==> config.mk <==
export PLATFORM = sky130hd
export DESIGN_NAME = lru_key_value_cache_unit
export DESIGN_NICKNAME = d
export VERILOG_FILES = /design/src/sv/lkvc_pkg.sv /design/src/sv/lkvc_ctrl.sv /design/src/sv/lkvc_datapath.sv /design/src/sv/lru_key_value_cache_unit.sv
export SDC_FILE = /design/constraint.sdc
export NUM_CORES = 1
export LEC_CHECK = 0
export BUFFER_PORTS_ARGS = -buffer_cell sky130_fd_sc_hd__buf_2
export CORE_ASPECT_RATIO = 0.5
export CORE_MARGIN = 8
export CORE_UTILIZATION = 45
export DETAILED_ROUTE_END_ITERATION = 16
export SETUP_SLACK_MARGIN = 0.02
export SLEW_MARGIN = 0
export SYNTH_ARGS = -nofsm -noshare
export SYNTH_HDL_FRONTEND = slang
export SYNTH_SLANG_ARGS = --single-unit
==> constraint.sdc <==
create_clock -name clk_i -period 5.22 [get_ports clk_i]
set_input_delay 1.044 -clock clk_i [delete_from_list [all_inputs] [get_ports clk_i]]
set_output_delay 1.044 -clock clk_i [all_outputs]
set_load 0.01 [all_outputs]
==> src/sv/lkvc_pkg.sv <==
// Shared types and constants for the LRU key-value cache unit.
// No dependencies; every other file imports this package.
package lkvc_pkg;

  localparam int unsigned CFG_W = 5;
  localparam logic [CFG_W-1:0] CAP_RESET = 5'd16;
  localparam logic [31:0] MISS_VALUE = 32'hFFFF_FFFF;

  localparam logic REQ_GET = 1'b0;
  localparam logic REQ_PUT = 1'b1;

  typedef enum logic [2:0] {
    ST_IDLE,
    ST_SCAN,
    ST_FLUSH,
    ST_UPDATE,
    ST_RESP
  } ctrl_state_e;

  typedef struct packed {
    logic start;
    logic scan;
    logic update;
    logic load_out;
  } cmd_t;

  typedef struct packed {
    logic scan_last;
    logic out_free;
  } status_t;

endpackage

==> src/sv/lkvc_ctrl.sv <==
// Sequencer for the LRU key-value cache: accept, scan, flush, update, respond.
// Depends on lkvc_pkg for the state type and the command/status structs.
module lkvc_ctrl (
  input  logic              clk_i,
  input  logic              rst_ni,
  input  logic              in_valid_i,
  output logic              in_ready_o,
  input  lkvc_pkg::status_t status_i,
  output lkvc_pkg::cmd_t    cmd_o
);
  import lkvc_pkg::*;

  ctrl_state_e state_q, state_d;

  always_ff @(posedge clk_i or negedge rst_ni) begin
    if (!rst_ni) begin
      state_q <= ST_IDLE;
    end else begin
      state_q <= state_d;
    end
  end

  always_comb begin
    state_d = state_q;
    unique case (state_q)
      ST_IDLE:   if (in_valid_i) state_d = ST_SCAN;
      ST_SCAN:   if (status_i.scan_last) state_d = ST_FLUSH;
      ST_FLUSH:  state_d = ST_UPDATE;
      ST_UPDATE: state_d = ST_RESP;
      ST_RESP:   if (status_i.out_free) state_d = ST_IDLE;
      default:   state_d = ST_IDLE;
    endcase
  end

  always_comb begin
    in_ready_o     = (state_q == ST_IDLE);
    cmd_o.start    = (state_q == ST_IDLE) && in_valid_i;
    cmd_o.scan     = (state_q == ST_SCAN);
    cmd_o.update   = (state_q == ST_UPDATE);
    cmd_o.load_out = (state_q == ST_RESP) && status_i.out_free;
  end

  // result register must be free when loaded
  a_load_free: assert property (@(posedge clk_i) disable iff (!rst_ni)
    cmd_o.load_out |-> status_i.out_free)
    else $error("result loaded while output word still held");

  a_start_scan: assert property (@(posedge clk_i) disable iff (!rst_ni)
    cmd_o.start |=> state_q == ST_SCAN)
    else $error("accepted word did not start a scan");

  a_update_resp: assert property (@(posedge clk_i) disable iff (!rst_ni)
    (state_q == ST_UPDATE) |=> (state_q == ST_RESP))
    else $error("update not followed by response");

endmodule

==> src/sv/lkvc_datapath.sv <==
// Datapath of the LRU key-value cache: key/value memories, valid bits,
// recency ranks, scan trackers and result register. Depends on lkvc_pkg.
module lkvc_datapath #(
  parameter int unsigned ENTRIES = 16
) (
  input  logic                       clk_i,
  input  logic                       rst_ni,
  input  lkvc_pkg::cmd_t             cmd_i,
  output lkvc_pkg::status_t          status_o,
  input  logic                       cfg_we_i,
  input  logic [lkvc_pkg::CFG_W-1:0] cfg_wdata_i,
  input  logic                       req_type_i,
  input  logic signed [31:0]         key_i,
  input  logic signed [31:0]         new_value_i,
  output logic                       out_valid_o,
  input  logic                       out_ready_i,
  output logic                       hit_o,
  output logic signed [31:0]         read_value_o
);
  import lkvc_pkg::*;

  localparam int unsigned IW = (ENTRIES > 1) ? $clog2(ENTRIES) : 1;
  localparam int unsigned RW = IW;
  localparam int unsigned FW = $clog2(ENTRIES + 1);
  localparam int unsigned CW = (FW > CFG_W) ? FW : CFG_W;

  logic [31:0]      key_mem [ENTRIES];
  logic [31:0]      val_mem [ENTRIES];

  logic [CFG_W-1:0] capacity_q;
  logic             req_put_q;
  logic [31:0]      req_key_q, req_val_q;
  logic [IW-1:0]    scan_idx_q, cmp_idx_q;
  logic             cmp_en_q;
  logic [31:0]      krd_q, vrd_q;
  logic             found_q, have_free_q, have_vic_q;
  logic [IW-1:0]    match_q, free_q, vic_q;
  logic [RW-1:0]    match_rank_q, vic_rank_q;
  logic [ENTRIES-1:0] valid_q;
  logic [RW-1:0]    rank_q [ENTRIES];
  logic [FW-1:0]    fill_q;
  logic             out_valid_q, hit_q;
  logic [31:0]      rv_q;

  logic             cmp_valid, key_eq;
  logic [RW-1:0]    cmp_rank;
  logic [CW-1:0]    cap_w, eff_cap;
  logic             evict, do_touch, do_insert, wr_key;
  logic [IW-1:0]    wr_slot;
  logic [RW-1:0]    touch_rank;

  always_ff @(posedge clk_i or negedge rst_ni) begin
    if (!rst_ni) begin
      capacity_q <= CAP_RESET;
    end else if (cfg_we_i) begin
      capacity_q <= cfg_wdata_i;
    end
  end

  // clamp capacity into 1..ENTRIES
  always_comb begin
    cap_w = CW'(capacity_q);
    if (cap_w == '0) begin
      eff_cap = CW'(1);
    end else if (cap_w > CW'(ENTRIES)) begin
      eff_cap = CW'(ENTRIES);
    end else begin
      eff_cap = cap_w;
    end
  end

  assign cmp_valid = valid_q[cmp_idx_q];
  assign cmp_rank  = rank_q[cmp_idx_q];
  assign key_eq    = (krd_q == req_key_q);

  always_comb begin
    evict      = (CW'(fill_q) >= eff_cap);
    do_touch   = found_q || (req_put_q && evict);
    do_insert  = req_put_q && !found_q && !evict;
    wr_key     = req_put_q && !found_q;
    wr_slot    = found_q ? match_q : (evict ? vic_q : free_q);
    touch_rank = found_q ? match_rank_q : vic_rank_q;
  end

  // request latch and scan trackers
  always_ff @(posedge clk_i or negedge rst_ni) begin
    if (!rst_ni) begin
      cmp_en_q    <= 1'b0;
      found_q     <= 1'b0;
      have_free_q <= 1'b0;
      have_vic_q  <= 1'b0;
      scan_idx_q  <= '0;
    end else begin
      cmp_en_q <= cmd_i.scan;
      if (cmd_i.start) begin
        found_q     <= 1'b0;
        have_free_q <= 1'b0;
        have_vic_q  <= 1'b0;
        scan_idx_q  <= '0;
      end else begin
        if (cmd_i.scan) scan_idx_q <= scan_idx_q + 1'b1;
        if (cmp_en_q) begin
          if (cmp_valid && key_eq && !found_q) found_q <= 1'b1;
          if (!cmp_valid) have_free_q <= 1'b1;
          if (cmp_valid) have_vic_q <= 1'b1;
        end
      end
    end
  end

  always_ff @(posedge clk_i) begin
    if (cmd_i.start) begin
      req_put_q <= (req_type_i == REQ_PUT);
      req_key_q <= key_i;
      req_val_q <= new_value_i;
    end
    cmp_idx_q <= scan_idx_q;
    if (cmp_en_q) begin
      if (cmp_valid && key_eq && !found_q) begin
        match_q      <= cmp_idx_q;
        match_rank_q <= cmp_rank;
      end
      if (!cmp_valid && !have_free_q) free_q <= cmp_idx_q;
      if (cmp_valid && (!have_vic_q || cmp_rank > vic_rank_q)) begin
        vic_q      <= cmp_idx_q;
        vic_rank_q <= cmp_rank;
      end
    end
  end

  // key and value memories, registered reads
  always_ff @(posedge clk_i) begin
    if (cmd_i.update && wr_key) key_mem[wr_slot] <= req_key_q;
    krd_q <= key_mem[scan_idx_q];
  end

  always_ff @(posedge clk_i) begin
    if (cmd_i.update && req_put_q) val_mem[wr_slot] <= req_val_q;
    vrd_q <= val_mem[match_q];
  end

  // valid bits, recency ranks and fill count
  always_ff @(posedge clk_i or negedge rst_ni) begin
    if (!rst_ni) begin
      valid_q <= '0;
      fill_q  <= '0;
      for (int i = 0; i < ENTRIES; i++) rank_q[i] <= '0;
    end else if (cmd_i.update) begin
      if (do_insert) begin
        fill_q <= fill_q + 1'b1;
        for (int i = 0; i < ENTRIES; i++) begin
          if (IW'(i) == wr_slot) begin
            rank_q[i]  <= '0;
            valid_q[i] <= 1'b1;
          end else if (valid_q[i]) begin
            rank_q[i] <= rank_q[i] + 1'b1;
          end
        end
      end else if (do_touch) begin
        for (int i = 0; i < ENTRIES; i++) begin
          if (IW'(i) == wr_slot) begin
            rank_q[i] <= '0;
          end else if (valid_q[i] && rank_q[i] < touch_rank) begin
            rank_q[i] <= rank_q[i] + 1'b1;
          end
        end
      end
    end
  end

  // result register
  always_ff @(posedge clk_i or negedge rst_ni) begin
    if (!rst_ni) begin
      out_valid_q <= 1'b0;
    end else if (cmd_i.load_out) begin
      out_valid_q <= 1'b1;
    end else if (out_ready_i) begin
      out_valid_q <= 1'b0;
    end
  end

  always_ff @(posedge clk_i) begin
    if (cmd_i.load_out) begin
      hit_q <= found_q;
      rv_q  <= (!req_put_q && found_q) ? vrd_q : MISS_VALUE;
    end
  end

  assign status_o.scan_last = (scan_idx_q == IW'(ENTRIES - 1));
  assign status_o.out_free  = !out_valid_q || out_ready_i;
  assign out_valid_o  = out_valid_q;
  assign hit_o        = hit_q;
  assign read_value_o = rv_q;

  a_fill_count: assert property (@(posedge clk_i) disable iff (!rst_ni)
    $countones(valid_q) == fill_q)
    else $error("fill count disagrees with valid bits");

  a_fill_max: assert property (@(posedge clk_i) disable iff (!rst_ni)
    fill_q <= FW'(ENTRIES))
    else $error("fill count beyond store size");

  a_insert_free: assert property (@(posedge clk_i) disable iff (!rst_ni)
    (cmd_i.update && do_insert) |-> (have_free_q && !valid_q[free_q]))
    else $error("insert aimed at an occupied slot");

endmodule

==> src/sv/lru_key_value_cache_unit.sv <==
// Top level of the LRU key-value cache unit.
// Instantiates lkvc_ctrl and lkvc_datapath; depends on lkvc_pkg.

// Fully associative key-value cache with least-recently-used replacement.
// Each input word is a get (req_type 0) or a put (req_type 1) on a signed
// 32-bit key; each produces exactly one output word carrying hit (key was
// present before the request) and read_value (stored value on a get hit,
// all ones, i.e. -1, on a get miss and for every put). The capacity
// register limits how many entries are used before eviction starts; 0 acts
// as 1 and values above ENTRIES act as ENTRIES. Lowering it below the
// current fill does not drop entries: new keys simply replace the least
// recent one from then on. Write capacity only while the unit is idle.
// Once accepted, a request goes through scan, flush, update and response: the
// key memory has a single read port, so the lookup scans one entry per cycle,
// a flush step drains the compare stage, the update step writes the store and
// ranks and the response step loads the result register.
// A new word is accepted while a previous result still waits to be taken;
// the unit only stalls in its response step if that result is unclaimed.
// Valid bits and ranks clear at reset, so no clearing pass is needed.
module lru_key_value_cache_unit #(
  parameter int unsigned ENTRIES = 16
) (
  input  logic                       clk_i,
  input  logic                       rst_ni,
  input  logic                       cfg_we_i,
  input  logic [lkvc_pkg::CFG_W-1:0] cfg_wdata_i,
  input  logic                       in_valid_i,
  output logic                       in_ready_o,
  input  logic                       req_type_i,
  input  logic signed [31:0]         key_i,
  input  logic signed [31:0]         new_value_i,
  output logic                       out_valid_o,
  input  logic                       out_ready_i,
  output logic                       hit_o,
  output logic signed [31:0]         read_value_o
);
  import lkvc_pkg::*;

  cmd_t    cmd;
  status_t status;

  // sequencer: owns the input handshake, drives datapath commands
  lkvc_ctrl u_ctrl (
    .clk_i      (clk_i),
    .rst_ni     (rst_ni),
    .in_valid_i (in_valid_i),
    .in_ready_o (in_ready_o),
    .status_i   (status),
    .cmd_o      (cmd)
  );

  // store, ranks and result register
  lkvc_datapath #(
    .ENTRIES (ENTRIES)
  ) u_datapath (
    .clk_i        (clk_i),
    .rst_ni       (rst_ni),
    .cmd_i        (cmd),
    .status_o     (status),
    .cfg_we_i     (cfg_we_i),
    .cfg_wdata_i  (cfg_wdata_i),
    .req_type_i   (req_type_i),
    .key_i        (key_i),
    .new_value_i  (new_value_i),
    .out_valid_o  (out_valid_o),
    .out_ready_i  (out_ready_i),
    .hit_o        (hit_o),
    .read_value_o (read_value_o)
  );

endmodule

==> metrics.md <==
| Metric | Value |
|---|---|
| Area Growth Syn to Fin | 12.6% |
| CTS tree | done |
| Post-synthesis net count | roughly 2600 |
| Port buffer count | 109 |
| RSZ-0062 raised after global routing | false |
| Final setup vio count | 0 |
| H-Tree Level Count | 3 |
| Worst setup EP type | register |
| R2R cell count | 7 |
| Top-area cell type share of the netlist area | 0.671 |
| Top FF cell, synth | edfxtp_1 |
| WP data arrival | 4190 ps |
| Die area | 0.125 sq mm |
| Nets@finish | 2768 |
| Clock Latency Late Sink | 730 ps |
| Maximum vdd ir drop | 310 uV |
| Number of setup buffers added after CTS | 0 |
| Num CTS Buffers | 111 |
| Commonest cells after routing, fill and taps aside | edfxtp_1, mux4_2, clkbuf_16 |
| DR pass1 iterations | 5 |
| Final Cycle Share | 0.743 |
| Yosys warns | 0 |
| Root buf cell | clkbuf_16 |
| Worst-Margin Slew | around 1300 ps |
| Total power | roughly 24000 uW |
| Critical path class | reg -> reg |
| Detail Route Antenna Nets | 0 |
| Wire per inst | 26.3 um |
| CP Launch Type | register |
| Critical Path RT | 5530 ps |
| Area contributors post-synth | edfxtp_1, mux4_2, dfrtp_1, dfxtp_1, ha_1 |
| Initial Utilization | 0.454 |
| Clk_skew | 40.1 ps |
| Post-synth EDFFs | roughly 1100 |
| Share of cells above drive strength 1 | 0.284 |
| Hold_buf cts | 0 |
| ANT cells | 0 |
| Row cnt | 87 |
| Status | finished clean |
| FF+latch count, synth | 1312 |
| Hold Crit Class | in -> async |
| First-pass GRT wire length | 168000 um |
| Die width | approximately 490 um |
| Gate Count Post-Synth | 2432 |
| Post-DP HPWL | between 60000 and 70000 um |
| Fin. max-slew vios | 0 |
| Commonest non-fill, non-tap cell in the layout | edfxtp_1 |
| RR Startpoint | u_datapath.cap_w[4]$_DFFE_PN1P_ |
| Die height | 254 um |
| Maxcap violations | 0 |
| CTS max path bufs | 3 |
| Final TNS setup | 0 ps |
| Gpl congestion | 0.850 |
| F_max | 258 MHz |
| GRT overflow | 0 |
| Min cycle time layout | 3880 ps |
| Core outline area | about 0.11 sq mm |
| Synth cell types | 71 |
| CP max FO | 32 |
| Via count | around 24000 |
| Yosys top cell by area | edfxtp_1 |
| Seq/Total Area, Yosys | 0.747 |
| Overall Global Routing Usage | 0.177 |
| R2r endpoint | u_datapath.val_mem[1][10]$_DFFE_PP_ |
| Clock net sink count | ~1300 |
| Post_cts resized | 0 |
| Pleak | 0.0186 uW |
| Pwr dens | 412 mW/mm^2 |
| Vias in the first global route | 25091 |
| Clk slew on worst S/H paths | 70 ps |
| Ys async rst share | 0.0777 |
| Setup slack, reg-to-reg | around 1300 ps |
| Final Hold Fails | 0 |
| Relative slew slack | 0.162 |
| Vias per cell | ~5.7 |
| Post-Syn Area | 0.0511 sq mm |
| Pin count of the biggest net entering global routing | 129 |
| I/O pin count | 110 |
| Antenna violations before repair | 0 |
| Final WL | 111000 um |
| Synthesized area per cell | 21.0 sq um |
| Iteration-0 DRC Markers | 2159 |
| Remaining routing DRC violations | 0 |
[metrics by stage]
| stage | setup slack, ps | utilization | std cells | hold slack [ps] | area (sq um) |
|---|---|---|---|---|---|
| 2_1_floorplan | 420 | - | 2432 | 345 | 51100 |
| 3_3_place_gp | 1410 | 0.479 | 4018 | 461 | 54000 |
| 3_5_place_dp | 1350 | 0.479 | 4018 | 463 | 54000 |
| 4_1_cts | 1370 | 0.511 | 4229 | 282 | 57500 |
| 5_1_grt | 1150 | 0.511 | 4229 | 317 | 57500 |
| 6_report | 1340 | 0.511 | 4229 | 313 | 57500 |
[state kept, by name (all words and copies together), names as in the netlist, 5 cells and up]
register,cells
u_datapath.vrd_q,32
u_datapath.req_key_q,32
u_datapath.rank_q,64
u_datapath.cap_w,5
u_datapath.fill_q,5
u_datapath.req_val_q,32
u_datapath.key_mem,512
u_datapath.krd_q,32
u_datapath.val_mem,512
u_datapath.read_value_o,32
u_datapath.valid_q,16
[layer usage]
layer	routed length, um	vias to the layer above	global-route usage
met5	0	-	0
met3	5050	132	0.0297
met4	1910	0	0.0361
li1	-	10374	-
met1	50600	12972	0.254
met2	53500	610	0.291
[cell usage after synthesis (4+ instances only)]
master     number
edfxtp_1     1142
mux4_2        344
nor2_1        117
dfrtp_1       101
ha_1           75
dfxtp_1        68
nand2_1        56
xor2_1         56
clkbuf_1       51
o21ai_0        50
nand2b_1       41
buf_2          32
a21oi_1        24
nor3_1         22
xnor2_1        22
nand4_1        21
buf_1          18
inv_1          16
nand3b_1       16
o21bai_1       14
o211ai_1       12
mux2i_1        10
nor4_1         10
o2bb2ai_2      10
mux2_2          9
o21ai_1         8
a21o_1          5
nand3_1         5
or2_2           5
and2_1          4
nor3b_1         4
o311ai_1        4
[worst max path at each step]
stage                                                      to  cells after the start                       startpoint  slack, ps
after floorplan            u_datapath.val_mem[2][0]$_DFFE_PP_                      9  u_datapath.cap_w[4]$_DFFE_PN1P_        420
after global placement    u_datapath.val_mem[1][13]$_DFFE_PP_                      7  u_datapath.cap_w[4]$_DFFE_PN1P_       1410
after detailed placement  u_datapath.val_mem[1][13]$_DFFE_PP_                      7  u_datapath.cap_w[4]$_DFFE_PN1P_       1350
after CTS                 u_datapath.val_mem[1][13]$_DFFE_PP_                      7  u_datapath.cap_w[4]$_DFFE_PN1P_       1370
after global routing      u_datapath.val_mem[1][13]$_DFFE_PP_                     10  u_datapath.cap_w[1]$_DFFE_PN0P_       1150
final                     u_datapath.val_mem[1][10]$_DFFE_PP_                      7  u_datapath.cap_w[4]$_DFFE_PN1P_       1340
[critical path, stage by stage, from the launching register on]
cell	delay, ps
dfstp_2	530
inv_1	70
ha_1	360
and2_1	410
a21oi_4	170
o311ai_2	570
nand2b_1	320
nor2_4	1030
[cells by family (layout without fill, tap and decap cells)]
| group | count (synthesis) | count (layout) | synth area share |
|---|---|---|---|
| adders and majority gates | 75 | 75 | 0.0184 |
| xor gates and xnor gates | 78 | 78 | 0.0134 |
| muxes | 363 | 363 | 0.155 |
| buffers and inverters | 121 | 405 | 0.0100 |
| AOI/OAI and AO/OA | 163 | 163 | 0.0238 |
| and+or+nand+nor | 320 | 320 | 0.0315 |
| DFF | 1312 | 1312 | 0.747 |
[power breakdown]
group / total [uW] / internal, uW / switching [uW] / leakage [uW]
clock network: 8240 / 4510 / 3730 / 0.00177
registers: 12600 / 11900 / 683 / 0.0121
logic: 2910 / 1550 / 1360 / 0.00468
[area by class of cell]
cell class	instances	area, sq um
Clock inverter	68	556
Multi-Input combinational cell	999	12700
Tap cell	1513	1890
Timing Repair Buffer	178	1130
Clock buffer	143	3030
Inverter	16	60.1
Fill cell	8838	55100
Sequential cell	1312	38200
(Power assumes the default switching activity.)
